`src/design/smm_pkg.sv`:
```
// Package for the small matrix multiplier: sizes, codes, payload types and helpers.
// Used by every module of the block; depends on nothing.
`timescale 1ns / 1ps
`default_nettype none

package smm_pkg;

   localparam int MAX_DIM     = 8;
   localparam int ELEM_WIDTH  = 16;
   localparam int STORE_DEPTH = MAX_DIM * MAX_DIM;
   localparam int ADDR_W      = $clog2(STORE_DEPTH);
   localparam int DIM_W       = $clog2(MAX_DIM + 1);
   localparam int IDX_W       = $clog2(MAX_DIM);
   localparam int CFG_W       = 4;
   localparam int PROD_W      = 2 * ELEM_WIDTH;
   localparam int CVAL_W      = 35;
   localparam int POS_W       = 3;

   localparam logic [1:0] OP_LOAD_A  = 2'd0;
   localparam logic [1:0] OP_LOAD_B  = 2'd1;
   localparam logic [1:0] OP_COMPUTE = 2'd2;

   localparam logic [1:0] CSR_ROWS_A    = 2'd0;
   localparam logic [1:0] CSR_INNER_DIM = 2'd1;
   localparam logic [1:0] CSR_COLS_B    = 2'd2;

   typedef struct packed {
      logic [1:0]         operation;
      logic [5:0]         elem_index;
      logic signed [15:0] elem_value;
   } req_type;

   typedef struct packed {
      logic signed [CVAL_W-1:0] c_value;
      logic [POS_W-1:0]         c_row;
      logic [POS_W-1:0]         c_col;
      logic                     last;
   } rsp_type;

   typedef struct packed {
      logic valid;
      logic first;
      logic last;
   } smm_ctl_type;

   function automatic logic [DIM_W-1:0] eff_size(input logic [CFG_W-1:0] v);
      logic [DIM_W-1:0] r;
      if (v == '0) begin
         r = DIM_W'(1);
      end else if (32'(v) > MAX_DIM) begin
         r = DIM_W'(MAX_DIM);
      end else begin
         r = DIM_W'(v);
      end
      return r;
   endfunction

   function automatic logic signed [ELEM_WIDTH-1:0] to_elem(input logic signed [15:0] v);
      logic signed [31:0] ext;
      ext = 32'(v);
      return ext[ELEM_WIDTH-1:0];
   endfunction

endpackage

`default_nettype wire

```
`src/design/smm_mac.sv`:
```
// Shared multiply-accumulate unit: registered product, then a wrapping accumulator.
// Depends on smm_pkg for widths and the control struct.
`timescale 1ns / 1ps
`default_nettype none

module smm_mac
   import smm_pkg::*;
(
   input  wire logic                           clock,
   input  wire logic                           reset,
   input  wire smm_ctl_type                    ctl,
   input  wire logic signed [ELEM_WIDTH-1:0]   a_data,
   input  wire logic signed [ELEM_WIDTH-1:0]   b_data,
   output logic signed [CVAL_W-1:0]            sum,
   output logic                                done
);

   smm_ctl_type               ctl_ff;
   logic signed [PROD_W-1:0]  prod_ff;
   logic signed [CVAL_W-1:0]  acc_ff;
   logic signed [CVAL_W-1:0]  acc_in;
   logic                      done_ff;

   always_ff @(posedge clock) begin
      if (reset) begin
         ctl_ff  <= '0;
         done_ff <= 1'b0;
      end else begin
         ctl_ff  <= ctl;
         done_ff <= ctl_ff.valid && ctl_ff.last;
      end
   end

   always_comb begin
      acc_in = acc_ff;
      if (ctl_ff.valid) begin
         if (ctl_ff.first) begin
            acc_in = CVAL_W'(prod_ff);
         end else begin
            acc_in = acc_ff + CVAL_W'(prod_ff);
         end
      end
   end

   always_ff @(posedge clock) begin
      prod_ff <= a_data * b_data;
      acc_ff  <= acc_in;
   end

   assign sum  = acc_ff;
   assign done = done_ff;

endmodule

`default_nettype wire

```
`src/design/small_matrix_multiply.sv`:
```
// Load transfers do not raise req_stall; a compute transfer then holds req_stall high while
// each element of C is formed in turn: its N products are issued through the shared
// multiply-accumulate unit and pass the memory read, product and accumulate stages.
// A compute runs longer if rsp_stall holds results.
// Reset is synchronous and active high; it clears control state and sets the size
// registers to the maximum. The element stores are not cleared.
`timescale 1ns / 1ps
`default_nettype none

module small_matrix_multiply
   import smm_pkg::*;
(
   input  wire logic             clock,
   input  wire logic             reset,
   input  wire logic             req_valid,
   output logic                  req_stall,
   input  wire req_type          req_data,
   output logic                  rsp_valid,
   input  wire logic             rsp_stall,
   output rsp_type               rsp_data,
   input  wire logic             csr_valid,
   output logic                  csr_ready,
   input  wire logic [1:0]       csr_index,
   input  wire logic [CFG_W-1:0] csr_data
);

   localparam logic [1:0] S_IDLE  = 2'd0;
   localparam logic [1:0] S_ISSUE = 2'd1;
   localparam logic [1:0] S_WAIT  = 2'd2;

   logic [1:0]        state_ff, state_in;
   logic [CFG_W-1:0]  rows_a_ff, inner_dim_ff, cols_b_ff;
   logic [IDX_W-1:0]  i_ff, i_in, j_ff, j_in, k_ff, k_in;
   logic [ADDR_W-1:0] row_base_ff, row_base_in;
   logic [ADDR_W-1:0] a_addr_ff, a_addr_in, b_addr_ff, b_addr_in;
   logic              sum_ready_ff, sum_ready_in;
   logic              rsp_valid_ff, rsp_valid_in;
   rsp_type           rsp_data_ff, rsp_data_in;
   smm_ctl_type       issue_ctl, ctl_ff;

   logic signed [ELEM_WIDTH-1:0] mem_a [STORE_DEPTH];
   logic signed [ELEM_WIDTH-1:0] mem_b [STORE_DEPTH];
   logic signed [ELEM_WIDTH-1:0] a_rd_ff, b_rd_ff;

   logic [DIM_W-1:0]         m_eff, n_eff, l_eff;
   logic                     accept_req, load_ok, rsp_free, sum_avail, emit;
   logic                     k_last, j_last, elem_last;
   logic signed [CVAL_W-1:0] mac_sum;
   logic                     mac_done;

   assign m_eff      = eff_size(rows_a_ff);
   assign n_eff      = eff_size(inner_dim_ff);
   assign l_eff      = eff_size(cols_b_ff);
   assign req_stall  = (state_ff != S_IDLE);
   assign accept_req = req_valid && !req_stall;
   assign load_ok    = (32'(req_data.elem_index) < STORE_DEPTH);
   assign rsp_free   = !rsp_valid_ff || !rsp_stall;
   assign sum_avail  = sum_ready_ff || mac_done;
   assign k_last     = (DIM_W'(k_ff) == n_eff - DIM_W'(1));
   assign j_last     = (DIM_W'(j_ff) == l_eff - DIM_W'(1));
   assign elem_last  = j_last && (DIM_W'(i_ff) == m_eff - DIM_W'(1));
   assign csr_ready  = 1'b1;
   assign rsp_valid  = rsp_valid_ff;
   assign rsp_data   = rsp_data_ff;

   always_comb begin
      state_in     = state_ff;
      i_in         = i_ff;
      j_in         = j_ff;
      k_in         = k_ff;
      row_base_in  = row_base_ff;
      a_addr_in    = a_addr_ff;
      b_addr_in    = b_addr_ff;
      issue_ctl    = '0;
      emit         = 1'b0;
      unique case (state_ff)
         S_IDLE: begin
            if (accept_req && req_data.operation == OP_COMPUTE) begin
               i_in        = '0;
               j_in        = '0;
               k_in        = '0;
               row_base_in = '0;
               a_addr_in   = '0;
               b_addr_in   = '0;
               state_in    = S_ISSUE;
            end
         end
         S_ISSUE: begin
            issue_ctl.valid = 1'b1;
            issue_ctl.first = (k_ff == '0);
            issue_ctl.last  = k_last;
            k_in      = k_ff + IDX_W'(1);
            a_addr_in = a_addr_ff + ADDR_W'(1);
            b_addr_in = b_addr_ff + ADDR_W'(l_eff);
            if (k_last) begin
               k_in     = '0;
               state_in = S_WAIT;
            end
         end
         S_WAIT: begin
            if (sum_avail && rsp_free) begin
               emit = 1'b1;
               if (elem_last) begin
                  state_in = S_IDLE;
               end else begin
                  state_in = S_ISSUE;
                  if (j_last) begin
                     j_in        = '0;
                     i_in        = i_ff + IDX_W'(1);
                     row_base_in = row_base_ff + ADDR_W'(n_eff);
                     a_addr_in   = row_base_ff + ADDR_W'(n_eff);
                     b_addr_in   = '0;
                  end else begin
                     j_in      = j_ff + IDX_W'(1);
                     a_addr_in = row_base_ff;
                     b_addr_in = ADDR_W'(j_ff) + ADDR_W'(1);
                  end
               end
            end
         end
         default: begin
            state_in = S_IDLE;
         end
      endcase
   end

   always_comb begin
      sum_ready_in = sum_avail && !emit;
      rsp_valid_in = rsp_stall ? rsp_valid_ff : 1'b0;
      rsp_data_in  = rsp_data_ff;
      if (emit) begin
         rsp_valid_in        = 1'b1;
         rsp_data_in.c_value = mac_sum;
         rsp_data_in.c_row   = POS_W'(i_ff);
         rsp_data_in.c_col   = POS_W'(j_ff);
         rsp_data_in.last    = elem_last;
      end
   end

   always_ff @(posedge clock) begin
      if (reset) begin
         state_ff     <= S_IDLE;
         sum_ready_ff <= 1'b0;
         rsp_valid_ff <= 1'b0;
         ctl_ff       <= '0;
         rows_a_ff    <= CFG_W'(MAX_DIM);
         inner_dim_ff <= CFG_W'(MAX_DIM);
         cols_b_ff    <= CFG_W'(MAX_DIM);
      end else begin
         state_ff     <= state_in;
         sum_ready_ff <= sum_ready_in;
         rsp_valid_ff <= rsp_valid_in;
         ctl_ff       <= issue_ctl;
         if (csr_valid && csr_ready) begin
            unique case (csr_index)
               CSR_ROWS_A:    rows_a_ff    <= csr_data;
               CSR_INNER_DIM: inner_dim_ff <= csr_data;
               CSR_COLS_B:    cols_b_ff    <= csr_data;
               default: begin
               end
            endcase
         end
      end
   end

   always_ff @(posedge clock) begin
      i_ff        <= i_in;
      j_ff        <= j_in;
      k_ff        <= k_in;
      row_base_ff <= row_base_in;
      a_addr_ff   <= a_addr_in;
      b_addr_ff   <= b_addr_in;
      rsp_data_ff <= rsp_data_in;
   end

   // Element stores: one write port from loads, one registered read port each.
   always_ff @(posedge clock) begin
      if (accept_req && load_ok && req_data.operation == OP_LOAD_A) begin
         mem_a[ADDR_W'(req_data.elem_index)] <= to_elem(req_data.elem_value);
      end
      a_rd_ff <= mem_a[a_addr_ff];
   end

   always_ff @(posedge clock) begin
      if (accept_req && load_ok && req_data.operation == OP_LOAD_B) begin
         mem_b[ADDR_W'(req_data.elem_index)] <= to_elem(req_data.elem_value);
      end
      b_rd_ff <= mem_b[b_addr_ff];
   end

   smm_mac u_mac (
      .clock  (clock),
      .reset  (reset),
      .ctl    (ctl_ff),
      .a_data (a_rd_ff),
      .b_data (b_rd_ff),
      .sum    (mac_sum),
      .done   (mac_done)
   );

endmodule

`default_nettype wire

```
`config.mk`:
```
export PLATFORM = sky130hd
export DESIGN_NAME = small_matrix_multiply
export DESIGN_NICKNAME = d
export VERILOG_FILES = /design/src/design/smm_pkg.sv /design/src/design/smm_mac.sv /design/src/design/small_matrix_multiply.sv
export SDC_FILE = /design/constraint.sdc
export NUM_CORES = 2
export LEC_CHECK = 0
export BUFFER_PORTS_ARGS = -buffer_cell sky130_fd_sc_hd__buf_4
export CORE_UTILIZATION = 26
export CTS_BUF_LIST = sky130_fd_sc_hd__clkbuf_4 sky130_fd_sc_hd__clkbuf_8
export DETAILED_ROUTE_END_ITERATION = 6
export GPL_ROUTABILITY_DRIVEN = 0
export PLACE_DENSITY = 0.46
export SLEW_MARGIN = 15
export SYNTH_ARGS = -nofsm -noshare
export SYNTH_HDL_FRONTEND = slang
export SYNTH_SLANG_ARGS = --single-unit
```
`constraint.sdc`:
```
create_clock -name clock -period 10.95 [get_ports clock]
set_input_delay 1.095 -clock clock [delete_from_list [all_inputs] [get_ports clock]]
set_output_delay 1.095 -clock clock [all_outputs]
set_load 0.05 [all_outputs]
```
==> metrics.txt <==
async set-reset flop share out of synthesis=0%; r2r worst-path depth=22; critical path class=reg -> reg; Compound-Gate Fraction of Synth Area=3.60%; io pins=80; CTS buffer count=around 380; minimum clock period=6.45 ns; Worst Min Path Start=rsp_stall; TritonCTS clock tree=yes; largest family of logic cells by synthesized area=multiplexers; Tot GR Track Use=14.2%; Filler Cell Count=between 30000 and 40000; Least-Margin Pin Slew=1.24 ns; IO Port Bufs=78; CP arrival=roughly 7.4 ns; Final setup viols=0; share of Yosys cell area claimed by the top area cell type=66.7%; RSZ-0062 raised after global routing=no; outcome=completed; Fmax=155 MHz; Slew Viols, Final=0; post-synthesis mux area share=14.0%; number of synthesized flops with an enable pin=2152; clk_lat worst skew=~1.1 ns; htree depth=5; Syn-to-layout area delta=15.2%; cts hold-fix bufs=0; Total Wirelength=270 mm; area of the multi-input gates=28200 sq um; endpoints failing hold=0; Register-to-Register Setup Slack=approximately 4.5 ns; gr ovfl total=0; CP Cell Sequence=nand2_1, fa_1, inv_1, fa_1, inv_1, fa_1, inv_1, fa_1, fa_1, inv_1, fa_1, inv_1, ha_1, and3_1, a221o_1, a21oi_1, a21bo_1, a211o_1, a21boi_1, o21ai_0, o21ai_0, a221oi_1; number of remaining DRC errors=0; post-synthesis sequential area ratio=between 60% and 70%; Die W=just over 600 microns; Cell Rows=223; DP HPWL=about 160 mm; Worst path max stage delay=0.72 ns; Nets=6198; Critical Path End Type=register; Mapped Area=96800 sq um; postcts setup bufs=0; net count after synthesis=5791; post-synthesis adder-cell area fraction=7.24%; hold endpoint=rsp_valid; post-route ant nets=0; post-synthesis simple-gate area fraction=3.43%; maximum fanout along the worst path=16; clk sink count=around 2200; Initial Util=26.2%; Reg clk slew, reported paths=0.07 ns; worst hold path class=in -> reg; Synth area leaders=edfxtp_1 67%, mux4_2 11%, fa_1 5.5%, mux2i_1 2.1%, dfxtp_1 1.8%; flops & latches, synth=2239; first-pass GRT wire length=387 mm; Iteration-0 DRC Markers=3983; synthesized area per cell=roughly 18 sq um; Top FF cell, synth=edfxtp_1; most frequent CP cell=fa_1; Die ar.=375000 sq um; initial antenna violation count=28; FF-to-FF End=u_mac.prod_ff[28]; Synth cell types=just under 70; FF+latch area=66400 sq um; Via-to-Cell Ratio=about 4.5; Die Height=612 microns; Max Cap Violations=0; post-synth top area cell=edfxtp_1; largest net degree at the start of global routing=128; XOR/XNOR Fraction of Synth Area=0.769%; Mapped Cells=5355; reg2reg start=a_rd_ff[7]; clock root cell=clkbuf_8; Req. time, crit path=11.89 ns; clk_skew=0.0623 ns; total number of yosys warnings=0; drt first pass iters=7; vias in the first global route=52700; wire length per cell=roughly 24 microns; slowest CP cell=dfxtp_1; via count=50000; post-CTS sizing=0; hold path cells=3; Core Area=370000 sq um; headroom to the max-slew limit=17.3%; Tcrit/Tclk final=58.9%; setup TNS=0 ns; Setup crit start kind=register; layout cell share with drive strength beyond 1=23.9%; clk buf depth=4
## logic make-up after synthesis
| logic type | count (synthesis) |
|---|---|
| fa+ha+maj | 401 |
| buf+inv | 585 |
| simple gates | 726 |
| xor+xnor | 85 |
| other cells | 1 |
| mux | 750 |
| compound gates | 568 |
| flops | 2239 |
## stage by stage
stage	utilization (%)	area [sq um]	hold slack, ns	setup slack, ns	instances
3_5_place_dp	28.2	104000	0.422	4.49	10300
5_1_grt	30.2	112000	0.252	4.04	11000
2_1_floorplan	-	96800	0.395	5.07	5355
3_3_place_gp	28.2	104000	0.418	4.38	10300
6_report	30.2	112000	0.297	4.50	11000
4_1_cts	30.2	112000	0.182	4.46	11000
## worst max-delay path by stage
| stage | cells after the start | from | endpoint |
|---|---|---|---|
| finish | 22 | a_rd_ff[7] | u_mac.prod_ff[28] |
| global route | 22 | a_rd_ff[7] | u_mac.prod_ff[28] |
| global placement | 22 | a_rd_ff[7] | u_mac.prod_ff[28] |
| CTS | 22 | a_rd_ff[7] | u_mac.prod_ff[28] |
| detailed placement | 22 | a_rd_ff[7] | u_mac.prod_ff[28] |
| floorplan | 23 | b_rd_ff[7] | u_mac.prod_ff[28] |
## layer usage
metal | share of wire (%) | up-vias | global-route usage (%)
met2 | 47 | 1185 | 23.2
li1 | - | 21600 | -
met1 | 45 | 26800 | 19.7
met3 | 5.0 | 360 | 2.39
met5 | 0.0030 | - | 0
met4 | 2.2 | 2 | 3.52
## worst max-delay path: cells and delay by family (launching register included)
family | cells | cell delay [ns]
buf+inv | 5 | 0.28
fa+ha+maj | 7 | 3.33
compound gates | 8 | 1.60
flops | 1 | 0.72
simple gates | 2 | 0.41
## synthesized netlist by cell type (4+ instances only)
library cell	instances
edfxtp_1	2152
mux4_2	480
inv_1	336
nand2_1	278
fa_1	265
nor2_1	209
mux2i_1	204
a21oi_1	193
clkbuf_1	161
ha_1	136
o21ai_0	130
and2_1	123
dfxtp_1	87
mux2_2	66
o221ai_1	65
o22ai_1	65
xnor2_1	55
buf_2	53
a21o_1	32
xor2_1	30
nor2b_1	22
buf_1	21
nand2b_1	20
nand3_1	18
o21a_1	14
nor3_1	13
buf_4	10
and3_1	9
o21bai_1	8
a211oi_1	7
or3_1	7
a31oi_1	6
o211ai_1	6
a211o_1	5
a21boi_0	5
nand3b_1	5
nor3b_1	5
o31ai_1	5
nand4_1	4
or3b_2	4
## cell usage in the layout, fill, tap and decap left out, types with 55 or more instances in the layout
master and count:
clkbuf_4 140, inv_1 336, mux2_2 66, nand2_1 277, a21oi_1 193, o22ai_1 65
and2_1 121, clkinv_1 91, mux4_2 480, dfxtp_1 85, xnor2_1 55, clkbuf_8 397
edfxtp_1 2152, fa_1 265, buf_4 264, o221ai_1 65, o21ai_0 130, mux2i_1 204
ha_1 136, nor2_1 186
## state kept, by name (all words and copies together) (netlist names), 4 cells and up
register,count
u_mac.sum,35
inner_dim_ff,4
mem_b,1024
rows_a_ff,4
mem_a,1024
a_addr_ff,6
row_base_ff,6
a_rd_ff,16
u_mac.prod_ff,32
b_rd_ff,16
rsp_data,42
cols_b_ff,4
b_addr_ff,6
## cell type report
type / count / share of cell area (%)
antenna: 15 / 0.0336
clock buffer: 537 / 5.84
timing repair buffer: 270 / 1.88
tap: 4950 / 5.55
sequential: 2239 / 59.5
clock inverter: 145 / 0.773
inverter: 337 / 1.13
multi-input combinational: 2531 / 25.3
Power is not shown: default switching activity piles up to over one toggle a cycle in this logic, so the estimate is an artifact.
